## config.mk

```make
export PLATFORM = sky130hd
export DESIGN_NAME = heel_off_event_detector
export DESIGN_NICKNAME = d
export VERILOG_FILES = /design/src/rtl/hoed_pkg.sv /design/src/rtl/heel_off_event_detector.sv /design/src/rtl/hoed_core.sv
export VERILOG_INCLUDE_DIRS = /design/src /design/src/rtl
export SDC_FILE = /design/constraint.sdc
export NUM_CORES = 1
export LEC_CHECK = 0
export ABC_AREA = 1
export CORE_MARGIN = 2
export CORE_UTILIZATION = 55
export DETAILED_ROUTE_END_ITERATION = 10
export DONT_BUFFER_PORTS = 1
export PLACE_DENSITY = 0.66
export SLEW_MARGIN = 20
export SYNTH_ARGS = -nofsm -noshare
export SYNTH_HDL_FRONTEND = slang
export SYNTH_SLANG_ARGS = --single-unit
```

## constraint.sdc

```tcl
create_clock -name clk_i -period 6.8 [get_ports clk_i]
set_input_delay 0.34 -clock clk_i [delete_from_list [all_inputs] [get_ports clk_i]]
set_output_delay 0.34 -clock clk_i [all_outputs]
set_load 0.02 [all_outputs]
```

## src/rtl/assert_macros.svh

```systemverilog
// assertion macros for the rtl files, included by hoed_core
`ifndef ASSERT_MACROS_SVH
`define ASSERT_MACROS_SVH

// same-cycle implication, disabled during reset
`define ASSERT_IMPL(lbl, clk, rst_n, ante, cons) \
  lbl: assert property (@(posedge clk) disable iff (!(rst_n)) (ante) |-> (cons)) \
    else $error("assertion failed");

// next-cycle implication, disabled during reset
`define ASSERT_NEXT(lbl, clk, rst_n, ante, cons) \
  lbl: assert property (@(posedge clk) disable iff (!(rst_n)) (ante) |=> (cons)) \
    else $error("assertion failed");

`endif

```

## src/rtl/hoed_pkg.sv

```systemverilog
// shared types and constants of the heel-off event detector
package hoed_pkg;

  localparam int unsigned ModeW  = 2;
  localparam int unsigned LimitW = 10;
  localparam int unsigned HoldW  = 11;
  localparam int unsigned IdxW   = 2;

  localparam logic [LimitW-1:0] HoldLimitRst = LimitW'(100);
  localparam logic [HoldW-1:0]  HoldCntMax   = HoldW'(1024);

  typedef enum logic [ModeW-1:0] {
    MODE_FOOT_ANKLE = 2'd0,
    MODE_FOOT       = 2'd1,
    MODE_SHANK_ANY  = 2'd2,
    MODE_SHANK_RISE = 2'd3
  } mode_e;

  typedef enum logic [IdxW-1:0] {
    CFG_DETECT_MODE     = 2'd0,
    CFG_FOOT_THRESHOLD  = 2'd1,
    CFG_SHANK_THRESHOLD = 2'd2,
    CFG_HOLD_LIMIT      = 2'd3
  } cfg_idx_e;

  typedef enum logic [1:0] {
    SHANK_NONE  = 2'd0,
    SHANK_LEVEL = 2'd1,
    SHANK_RISE  = 2'd2
  } shank_mark_e;

  typedef struct packed {
    mode_e             mode;
    logic [LimitW-1:0] hold_limit;
  } ctrl_t;

endpackage

```

## src/rtl/heel_off_event_detector.sv

```systemverilog
// top level of the heel-off event detector: config registers and request pipeline
//
// One request carries one sample of foot rate, shank rate and ankle angle and
// yields exactly one result, heel_off, which is 1 when the stored marks form a
// heel-off event under the selected detect mode. A request is taken into an
// input register, the decision is made by compare logic between that register
// and the result register, and one request can be accepted every cycle while
// in_stall_o is low. The detector state (previous
// samples, marks, hold counter) is updated when a request moves to the result
// register, so consecutive requests see each other's effects in order. The
// input register keeps accepting while a finished result waits on a stalled
// output; only when both registers are full does in_stall_o rise. Registers
// are written through cfg_we_i / cfg_idx_i / cfg_data_i and should only be
// changed while no request is in flight.
module heel_off_event_detector import hoed_pkg::*; #(
  parameter int unsigned SAMPLE_BITS = 16
) (
  input  logic                                    clk_i,
  input  logic                                    rst_ni,
  // config write port
  input  logic                                    cfg_we_i,
  input  logic [IdxW-1:0]                         cfg_idx_i,
  input  logic [((SAMPLE_BITS > LimitW) ? SAMPLE_BITS : LimitW)-1:0] cfg_data_i,
  // sample requests
  input  logic                                    in_valid_i,
  output logic                                    in_stall_o,
  input  logic signed [SAMPLE_BITS-1:0]           foot_sample_i,
  input  logic signed [SAMPLE_BITS-1:0]           shank_sample_i,
  input  logic signed [SAMPLE_BITS-1:0]           ankle_sample_i,
  // results
  output logic                                    out_valid_o,
  input  logic                                    out_stall_i,
  output logic                                    heel_off_o
);

  // configuration registers
  ctrl_t                         ctrl_q;
  logic signed [SAMPLE_BITS-1:0] foot_thr_q, shank_thr_q;

  always_ff @(posedge clk_i or negedge rst_ni) begin
    if (!rst_ni) begin
      ctrl_q.mode       <= MODE_FOOT_ANKLE;
      ctrl_q.hold_limit <= HoldLimitRst;
      foot_thr_q        <= '0;
      shank_thr_q       <= '0;
    end else if (cfg_we_i) begin
      case (cfg_idx_e'(cfg_idx_i))
        CFG_DETECT_MODE:     ctrl_q.mode       <= mode_e'(cfg_data_i[ModeW-1:0]);
        CFG_FOOT_THRESHOLD:  foot_thr_q        <= cfg_data_i[SAMPLE_BITS-1:0];
        CFG_SHANK_THRESHOLD: shank_thr_q       <= cfg_data_i[SAMPLE_BITS-1:0];
        CFG_HOLD_LIMIT:      ctrl_q.hold_limit <= cfg_data_i[LimitW-1:0];
        default: ;
      endcase
    end
  end

  // input register
  logic                          in_vld_q;
  logic signed [SAMPLE_BITS-1:0] foot_q, shank_q, ankle_q;
  // result register
  logic                          out_vld_q;
  logic                          heel_off_q;

  logic out_free, advance, in_take, hit;

  // result slot is free when empty or being drained this cycle
  assign out_free   = !out_vld_q || !out_stall_i;
  assign advance    = in_vld_q && out_free;
  assign in_stall_o = in_vld_q && !out_free;
  assign in_take    = in_valid_i && !in_stall_o;

  always_ff @(posedge clk_i or negedge rst_ni) begin
    if (!rst_ni) begin
      in_vld_q  <= 1'b0;
      out_vld_q <= 1'b0;
    end else begin
      if (in_take) begin
        in_vld_q <= 1'b1;
      end else if (advance) begin
        in_vld_q <= 1'b0;
      end
      if (advance) begin
        out_vld_q <= 1'b1;
      end else if (!out_stall_i) begin
        out_vld_q <= 1'b0;
      end
    end
  end

  // payload registers, no reset needed
  always_ff @(posedge clk_i) begin
    if (in_take) begin
      foot_q  <= foot_sample_i;
      shank_q <= shank_sample_i;
      ankle_q <= ankle_sample_i;
    end
    if (advance) begin
      heel_off_q <= hit;
    end
  end

  hoed_core #(
    .SAMPLE_BITS (SAMPLE_BITS)
  ) u_core (
    .clk_i       (clk_i),
    .rst_ni      (rst_ni),
    .step_i      (advance),
    .ctrl_i      (ctrl_q),
    .foot_thr_i  (foot_thr_q),
    .shank_thr_i (shank_thr_q),
    .foot_i      (foot_q),
    .shank_i     (shank_q),
    .ankle_i     (ankle_q),
    .hit_o       (hit)
  );

  assign out_valid_o = out_vld_q;
  assign heel_off_o  = heel_off_q;

endmodule

```

## src/rtl/hoed_core.sv

```systemverilog
// detection state and per-sample decision logic
`include "assert_macros.svh"

module hoed_core import hoed_pkg::*; #(
  parameter int unsigned SAMPLE_BITS = 16
) (
  input  logic                          clk_i,
  input  logic                          rst_ni,
  input  logic                          step_i,
  input  ctrl_t                         ctrl_i,
  input  logic signed [SAMPLE_BITS-1:0] foot_thr_i,
  input  logic signed [SAMPLE_BITS-1:0] shank_thr_i,
  input  logic signed [SAMPLE_BITS-1:0] foot_i,
  input  logic signed [SAMPLE_BITS-1:0] shank_i,
  input  logic signed [SAMPLE_BITS-1:0] ankle_i,
  output logic                          hit_o
);

  localparam int unsigned DiffW = SAMPLE_BITS + 1;

  logic signed [SAMPLE_BITS-1:0] prev_foot_q, prev_shank_q, prev_ankle_q;
  logic signed [DiffW-1:0]       prev_adiff_q, adiff_d;
  logic                          foot_mark_q, foot_mark_d;
  logic                          ankle_mark_q, ankle_mark_d;
  shank_mark_e                   shank_mark_q, shank_mark_d;
  logic [HoldW-1:0]              hold_cnt_q, hold_cnt_d;

  logic foot_cross, ankle_turn, shank_level, shank_rise, expire, hit;
  logic foot_kept, ankle_kept;
  shank_mark_e shank_kept;

  assign adiff_d = DiffW'({ankle_i[SAMPLE_BITS-1], ankle_i})
                 - DiffW'({prev_ankle_q[SAMPLE_BITS-1], prev_ankle_q});

  assign foot_cross  = (foot_i < prev_foot_q) && (foot_i <= foot_thr_i)
                     && (prev_foot_q > foot_thr_i);
  assign ankle_turn  = !prev_adiff_q[DiffW-1] && (ankle_i < prev_ankle_q);
  assign shank_level = (shank_i >= shank_thr_i);
  assign shank_rise  = (shank_i > prev_shank_q) && shank_level
                     && (prev_shank_q < shank_thr_i);

  // expired partial pattern is dropped before anything else
  assign expire     = hold_cnt_q > {1'b0, ctrl_i.hold_limit};
  assign foot_kept  = foot_mark_q && !expire;
  assign ankle_kept = ankle_mark_q && !expire;
  assign shank_kept = expire ? SHANK_NONE : shank_mark_q;

  always_comb begin
    hold_cnt_d   = expire ? '0 : hold_cnt_q;
    if (foot_kept || ankle_kept) begin
      hold_cnt_d = hold_cnt_d + HoldW'(1);
    end
    foot_mark_d  = foot_kept || foot_cross;
    ankle_mark_d = ankle_kept || ankle_turn;
    // a rise outranks the level mark, the level mark overwrites an old rise
    if (shank_rise) begin
      shank_mark_d = SHANK_RISE;
    end else if (shank_level) begin
      shank_mark_d = SHANK_LEVEL;
    end else begin
      shank_mark_d = shank_kept;
    end

    case (ctrl_i.mode)
      MODE_FOOT_ANKLE: hit = foot_mark_d && ankle_mark_d;
      MODE_FOOT:       hit = foot_mark_d;
      MODE_SHANK_ANY:  hit = (shank_mark_d == SHANK_LEVEL) || (shank_mark_d == SHANK_RISE);
      default:         hit = (shank_mark_d == SHANK_RISE);
    endcase

    if (hit) begin
      foot_mark_d  = 1'b0;
      ankle_mark_d = 1'b0;
      shank_mark_d = SHANK_NONE;
      hold_cnt_d   = '0;
    end
  end

  assign hit_o = hit;

  always_ff @(posedge clk_i or negedge rst_ni) begin
    if (!rst_ni) begin
      prev_foot_q  <= '0;
      prev_shank_q <= '0;
      prev_ankle_q <= '0;
      prev_adiff_q <= '0;
      foot_mark_q  <= 1'b0;
      ankle_mark_q <= 1'b0;
      shank_mark_q <= SHANK_NONE;
      hold_cnt_q   <= '0;
    end else if (step_i) begin
      prev_foot_q  <= foot_i;
      prev_shank_q <= shank_i;
      prev_ankle_q <= ankle_i;
      prev_adiff_q <= adiff_d;
      foot_mark_q  <= foot_mark_d;
      ankle_mark_q <= ankle_mark_d;
      shank_mark_q <= shank_mark_d;
      hold_cnt_q   <= hold_cnt_d;
    end
  end

  `ASSERT_IMPL(a_hold_bound, clk_i, rst_ni, 1'b1, hold_cnt_q <= HoldCntMax)
  `ASSERT_NEXT(a_hit_clears, clk_i, rst_ni, step_i && hit, !foot_mark_q && !ankle_mark_q && (shank_mark_q == SHANK_NONE) && (hold_cnt_q == '0))
  `ASSERT_NEXT(a_idle_holds, clk_i, rst_ni, !step_i, $stable(prev_adiff_q) && $stable(hold_cnt_q) && $stable(prev_foot_q))

endmodule

```

==> qor.txt, run 1 <==
Status = complete, no violations
RSZ-0062 raised after global routing = false
Vias in the first global route = 6638
CTS Buf Count = 17
Setup Buffers After CTS = 0
Crit-path max FO = 16
Root buffer cell = clkbuf_16
Die width = 133 um
Path depth of the worst reg2reg path = 18
Syn Nets = 1253
Vias/cell = 5.05
HPWL after DPL = 13.4 mm
Setup slack, reg-to-reg = 3.89 ns
F_max = 344 MHz
Io pins = 74
Clock sink count = 159
Period minus WS final = 2.91 ns
Kind of critical path = register to register
DR iter-0 viols = 434
Power Dens Cells = 299 nW/um^2
# DRC = 0
Slew @ Worst Pin = 0.723 ns
Slowest CP cell = edfxtp_1
CTS Buffer Depth = 2
Sequential element share of the synthesized area = 0.459
Leading cell type in the layout, fill and taps excluded = nand2_1
Fin Hold WS = 0.0568 ns
Post-synthesis register bit count = 159
Startpoint Class = register
CTS tree = done
Critical path data arrival time = 3.09 ns
Yosys warnings = 0
WL/cell = 14.3 um
Total Power = 3.15 mW
WP buf/inv = 3
Setup crit start = shank_q[1]
# setup viols final = 0
Worst slack at placement = 3.89 ns
Max-cap viol count = 0
Worst vdd rail ir drop = 0.218 mV
Total Wirelength = 19.2 mm
Most frequent cells in the layout = 284 x nand2_1, 158 x inv_1, 122 x ha_1
CP endpoint = heel_off_o
Cell taking the most area after synthesis = dfrtp_1
Clock latency on the worst-skew pair = 0.44 ns
Top delay family on crit path = simple AND/OR/NAND/NOR gates
Post-synthesis cell type count = 43
R2r endpoint = heel_off_o
Final WS setup = 3.89 ns
Final period util = 0.427
CP endpoint kind = register
I/O Buffers = 0
Min-Delay Path Class = primary input to register
Post-synth EDFFs = 49
Initial antenna violation count = 0
First-pass GRT wire length = 32.3 mm
H-tree levels = 4
Async SR Flop Fraction = 0.692
Initial Utilization = 0.559
Max incr delay on CP = 0.42 ns
Synth top area share = 0.291
Slew HR = 0.518
Final hold viol count = 0
Area delta synth->final = 14.3%
Grt total ovfl = 0
Antenna cell count = 0
Worst-path clk slew = 0.07 ns
Tot GR Track Use = 0.231
Syn avg cell area = 8.69 um^2
Leak = 5.23 nW
Layout cell share with drive strength beyond 1 = 0.0695
Critical Path RT = 6.99 ns
Via count = 6778
DRT Pass-1 Iters = 4
Max Slew Vio Count = 0
Setup TNS = 0 ns
Leading register cell type out of synthesis = dfrtp_1
Instance count on the critical path = 18
Ranking of synthesized cells by area = dfrtp_1 29%, ha_1 17%, edfxtp_1 16%
Netlist Area Pre-Place = 9210 um^2
Post-synthesis cell count = 1060
Die area = 17800 um^2
CORE AREA = 16500 um^2
Critical-path cell list = ha_1 -> inv_1 -> nor2_1 -> nor2_1 -> o21ai_0 -> nand2_1 -> o211ai_1 -> nand2_1 -> nand3_1 -> nand3_1 -> nand3_1 -> nand2_1 -> ha_1 -> inv_1 -> o21ai_0 -> nand3_2 -> nand2_4 -> inv_1
Site Rows = 47
Worst R2R Start = shank_q[1]
Die height = 133 um
Gpl congestion = 0.828
Largest net degree at the start of global routing = 111
Fin Clk Skew = 0.00980 ns
Routed Antenna Nets = 0
Final nets = 1303
state kept, by name, summed over array words and instances (netlist names):
signal,flops
ankle_q,16
foot_q,16
foot_thr_q,16
shank_q,16
shank_thr_q,16
u_core.prev_ankle_q,16
u_core.prev_foot_q,16
u_core.prev_shank_q,16
ctrl_q,12
u_core.hold_cnt_q,11
u_core.shank_mark_q,2
heel_off_o,1
in_vld_q,1
out_valid_o,1
u_core.ankle_mark_q,1
u_core.foot_mark_q,1
u_core.prev_adiff_q,1
cell type report:
class                   instances  area [um^2]
fillers                      1419         5940
multi-input cells             713         4260
flip-flops and latches        159         4230
inverters                     165          619
repair buffers                 54          548
clock buffers                  18          439
well taps                     220          275
clock inverters                14          158
where the power goes:
part           switching [mW]  leakage, nW  internal [mW]
Clock                   0.410        0.291          0.557
Sequential              0.102         1.84           1.15
Combinational           0.570         3.10          0.358
Total                    1.08         5.23           2.07
worst reg2reg max path, stage by stage (launching register included):
cell,delay [ns]
edfxtp_1,0.42
ha_1,0.29
inv_1,0.04
nor2_1,0.08
nor2_1,0.05
o21ai_0,0.14
nand2_1,0.07
o211ai_1,0.11
nand2_1,0.12
nand3_1,0.12
nand3_1,0.08
nand3_1,0.14
nand2_1,0.10
ha_1,0.28
inv_1,0.03
o21ai_0,0.20
nand3_2,0.12
nand2_4,0.20
inv_1,0.07
through the flow:
stage               cell area (um^2)   util  cells
floorplan                       9210      -   1060
global placement                9410  0.571   1261
detailed placement              9410  0.571   1261
CTS                            10500  0.639   1343
global route                   10500  0.639   1343
finish                         10500  0.639   1343
per-layer routing:
| metal | GRT usage | vias to the layer above | wire, um |
|---|---|---|---|
| li1 | - | 3554 | - |
| met1 | 0.308 | 3129 | 9190 |
| met2 | 0.391 | 79 | 9160 |
| met3 | 0.0434 | 16 | 542 |
| met4 | 0.0609 | 0 | 293 |
| met5 | 0 | - | 0 |
synth_stat cells, types with 3 or more instances:
cell type / count
nand2_1: 284
inv_2: 5
o21ai_0: 107
inv_1: 160
nor2_4: 3
xor2_1: 4
a211oi_1: 3
clkbuf_1: 20
ha_1: 122
a21oi_1: 49
nand3_1: 31
nand2_2: 10
edfxtp_1: 49
nor3_1: 7
nor2_2: 3
dfstp_2: 3
dfrtp_1: 107
nand3_2: 6
nor2_1: 47
nand4_1: 10
worst min path at each step:
stage | from | endpoint | slack (ns) | cells past startpoint
floorplan | rst_ni | ctrl_q[0] | 0.04 | 0
global placement | rst_ni | u_core.prev_foot_q[7] | 0.05 | 0
detailed placement | rst_ni | u_core.prev_foot_q[7] | 0.05 | 0
CTS | in_valid_i | in_vld_q | 0.05 | 2
global route | in_valid_i | in_vld_q | 0.06 | 2
finish | in_valid_i | in_vld_q | 0.06 | 2
cells by family after synthesis:
group / share of synthesized area
AOI/OAI and AO/OA: 0.0965
and+or+nand+nor: 0.194
DFF: 0.459
adders and majority gates: 0.166
buffers and inverters: 0.0787
xor gates and xnor gates: 0.00571
repair_timing:
item | in CTS | in global routing
resized for setup | 0 | 0
hold endpoints to repair | 158 | 0
hold buffers | 50 | 0
No activity file was read; power rests on OpenSTA's default activity.
==> run 2, diff against run 1 <==
clock period = 2.8 ns   (was 6.8 ns; I/O delays follow)
==> run 2 against run 1 <==
Compared with the run above: register-to-register slack worse by 3.8 ns; non-clock buffer count up 27; first-iteration DRC count down 8.1%; die area unchanged; critical path type unchanged; critical endpoint is now u_core.hold_cnt_q[6]; largest power group unchanged.
==> qor.txt, run 2 (synthesized netlist as in run 1, its figures left out) <==
Max incr delay on CP = 0.53 ns (+0.11 ns)
Leading cell type in the layout, fill and taps excluded = nand2_1
First-pass GRT wire length = 32.8 mm (+1.6%)
Critical path data arrival time = 3.01 ns (-0.08 ns)
Most frequent cells in the layout = 277 x nand2_1, 158 x inv_1, 122 x ha_1
# DRC = 0 (unchanged)
Critical-path cell list = inv_1 -> ha_1 -> nand2_1 -> inv_1 -> nand2_1 -> nand2_1 -> nand2_1 -> nand3_2 -> nand2_4 -> inv_2 -> nor2_1 -> ha_1 -> inv_1 -> nor2_1 -> and2_4 -> nand2_1 -> xnor2_1 -> nor2_1 -> nand2_2 -> nand2_1
Gpl congestion = 0.863 (+4.2%)
Min-Delay Path Class = primary input to register
Antenna cell count = 0 (unchanged)
Power Dens Cells = 735 nW/um^2 (+150%)
Area delta synth->final = 18.3%
Die height = 133 um (unchanged)
Max-cap viol count = 0 (unchanged)
Period minus WS final = 2.68 ns (-0.221 ns)
Fin Hold WS = 0.0378 ns (-0.0189 ns)
Vias in the first global route = 6723 (+1.3%)
Worst vdd rail ir drop = 0.501 mV (+130%)
F_max = 372 MHz (+8.2%)
Switch share = 0.342 (-0.00160)
Vias/cell = 5.08 (+0.57%)
RSZ-0062 raised after global routing = true
Initial Utilization = 0.559 (unchanged)
Max Slew Vio Count = 0 (unchanged)
Multi-input gate area = 4310 um^2 (+1.2%)
Clock latency on the worst-skew pair = 0.43 ns (about the same)
Crit-path max FO = 8 (-8)
Path depth of the worst reg2reg path = 20 (+2)
Leak = 5.39 nW (+3.1%)
Slew HR = 0.526 (+0.00816)
Startpoint Class = register
Io pins = 74 (unchanged)
Instance count on the critical path = 20 (+2)
CP endpoint kind = register
Clock sink count = 159 (unchanged)
CORE AREA = 16500 um^2 (unchanged)
Layout cell share with drive strength beyond 1 = 0.0878 (+0.0184)
# setup viols final = 0 (unchanged)
DRT Pass-1 Iters = 4 (unchanged)
Top delay family on crit path = simple AND/OR/NAND/NOR gates
CTS tree = done
Via count = 6954 (+2.6%)
Grt total ovfl = 0 (unchanged)
Final period util = 0.959 (+0.532)
Worst-path clk slew = 0.06 ns (about the same)
Kind of critical path = register to register
Root buffer cell = clkbuf_16
Die area = 17800 um^2 (unchanged)
Site Rows = 47 (unchanged)
Total Power = 8.00 mW (+150%)
Largest net degree at the start of global routing = 111 (unchanged)
Routed Antenna Nets = 0 (unchanged)
Worst slack at placement = 0.0253 ns (-3.87 ns)
Final Non-Filler Cells = 1370 (+2.0%)
Clk pwr share = 0.307 (about the same)
FF+latch area = 4230 um^2 (unchanged)
Die width = 133 um (unchanged)
Tot GR Track Use = 0.236 (+0.00464)
CTS Buf Count = 17 (unchanged)
Post-Place Cells = 1267 (+0.48%)
Final hold viol count = 0 (unchanged)
Critical Path RT = 3.13 ns (-3.86 ns)
WP buf/inv = 4 (+1)
HPWL after DPL = 13.5 mm (+0.91%)
Sequential share of power = 0.381 (-0.017)
Slew @ Worst Pin = 0.709 ns (-0.0142 ns)
Switching power = 2.74 mW (+150%)
Fin Clk Skew = 0.00651 ns (-0.00329 ns)
Status = complete, no violations
DR iter-0 viols = 399 (-8.1%)
H-tree levels = 4 (unchanged)
CP most frequent cell = nand2_1
Hold-critical path depth = 3 (+1)
CTS Buffer Depth = 2 (unchanged)
Slowest CP cell = dfstp_2
I/O Buffers = 0 (unchanged)
Total Wirelength = 19.7 mm (+2.4%)
WL/cell = 14.3 um (+0.42%)
Logic pwr share = 0.312 (+0.017)
Setup TNS = 0 ns (unchanged)
Final nets = 1330 (+2.1%)
Final WS setup = 0.115 ns (-3.78 ns)
Filler Cells Inserted = 1378 (-2.9%)
P_int = 5.27 mW (+150%)
Initial antenna violation count = 0 (unchanged)
[run 2: cell types whose count changed in the layout (fill, tap and decap cells not counted), moves of 2 or more]
cell           change
dlygate4sd3_1     +18
nand2_1            -7
buf_4              +6
nand2_2            +5
o21ai_0            -3
buf_12             +2
clkinv_4           -2
nand2_4            +2
nor3_1             -2
nor3_2             +2
o21ai_1            +2
[run 2: metal layers]
layer / wire length [um] / vias to the layer above / GRT usage
met3: 549 / 24 / 0.0529
met2: 9480 / 94 / 0.392
li1: - / 3608 / -
met4: 343 / 0 / 0.0768
met1: 9280 / 3228 / 0.309
met5: 0 / - / 0
[run 2: worst paths after layout]
kind,start,to,slack (ns)
worst max-delay path,ctrl_q[6],u_core.hold_cnt_q[6],0.12
max in group asynchronous,rst_ni,u_core.prev_shank_q[13],1.97
worst min register to register,in_vld_q,out_valid_o,0.47
min in group asynchronous,rst_ni,foot_thr_q[10],0.29
worst max register to register,ctrl_q[6],u_core.hold_cnt_q[6],0.12
worst min-delay path,cfg_idx_i[0],ctrl_q[11],0.04
[run 2: area by class of cell]
| type | instances | share of cell area |
|---|---|---|
| repair buffers | 81 | 0.0770 |
| clock buffers | 18 | 0.0403 |
| inverters | 165 | 0.0569 |
| flip-flops and latches | 159 | 0.388 |
| well taps | 220 | 0.0253 |
| multi-input cells | 713 | 0.396 |
| clock inverters | 14 | 0.0165 |
[run 2: what timing repair did]
action,4_1_cts,5_1_grt
setup endpoints to repair,0,16
setup buffers,0,2
hold endpoints to repair,188,1
gates resized for setup,0,19
hold buffers,67,1
[run 2: power by group through the flow]
| stage | Clock, mW | Sequential [mW] | Combinational, mW |
|---|---|---|---|
| global route | 2.59 | 3.09 | 2.91 |
| finish | 2.46 | 3.05 | 2.50 |
| floorplan | 0 | 3.01 | 1.76 |
| global placement | 0 | 3.08 | 2.18 |
| CTS | 2.50 | 3.05 | 2.37 |
| detailed placement | 0 | 3.09 | 2.23 |
[run 2: stage by stage]
step / util / cell area [um^2]
floorplan: - / 9210
global placement: 0.576 / 9480
detailed placement: 0.576 / 9480
CTS: 0.655 / 10800
global route: 0.661 / 10900
finish: 0.661 / 10900
[run 2: worst reg2reg max path: stages (launching register included)]
cell and delay (ns):
dfstp_2 0.53, inv_1 0.04, ha_1 0.31, nand2_1 0.10, inv_1 0.04, nand2_1 0.05
nand2_1 0.05, nand2_1 0.07, nand3_2 0.09, nand2_4 0.13, inv_2 0.07, nor2_1 0.15
ha_1 0.17, inv_1 0.05, nor2_1 0.17, and2_4 0.18, nand2_1 0.07, xnor2_1 0.14
nor2_1 0.06, nand2_2 0.08, nand2_1 0.04
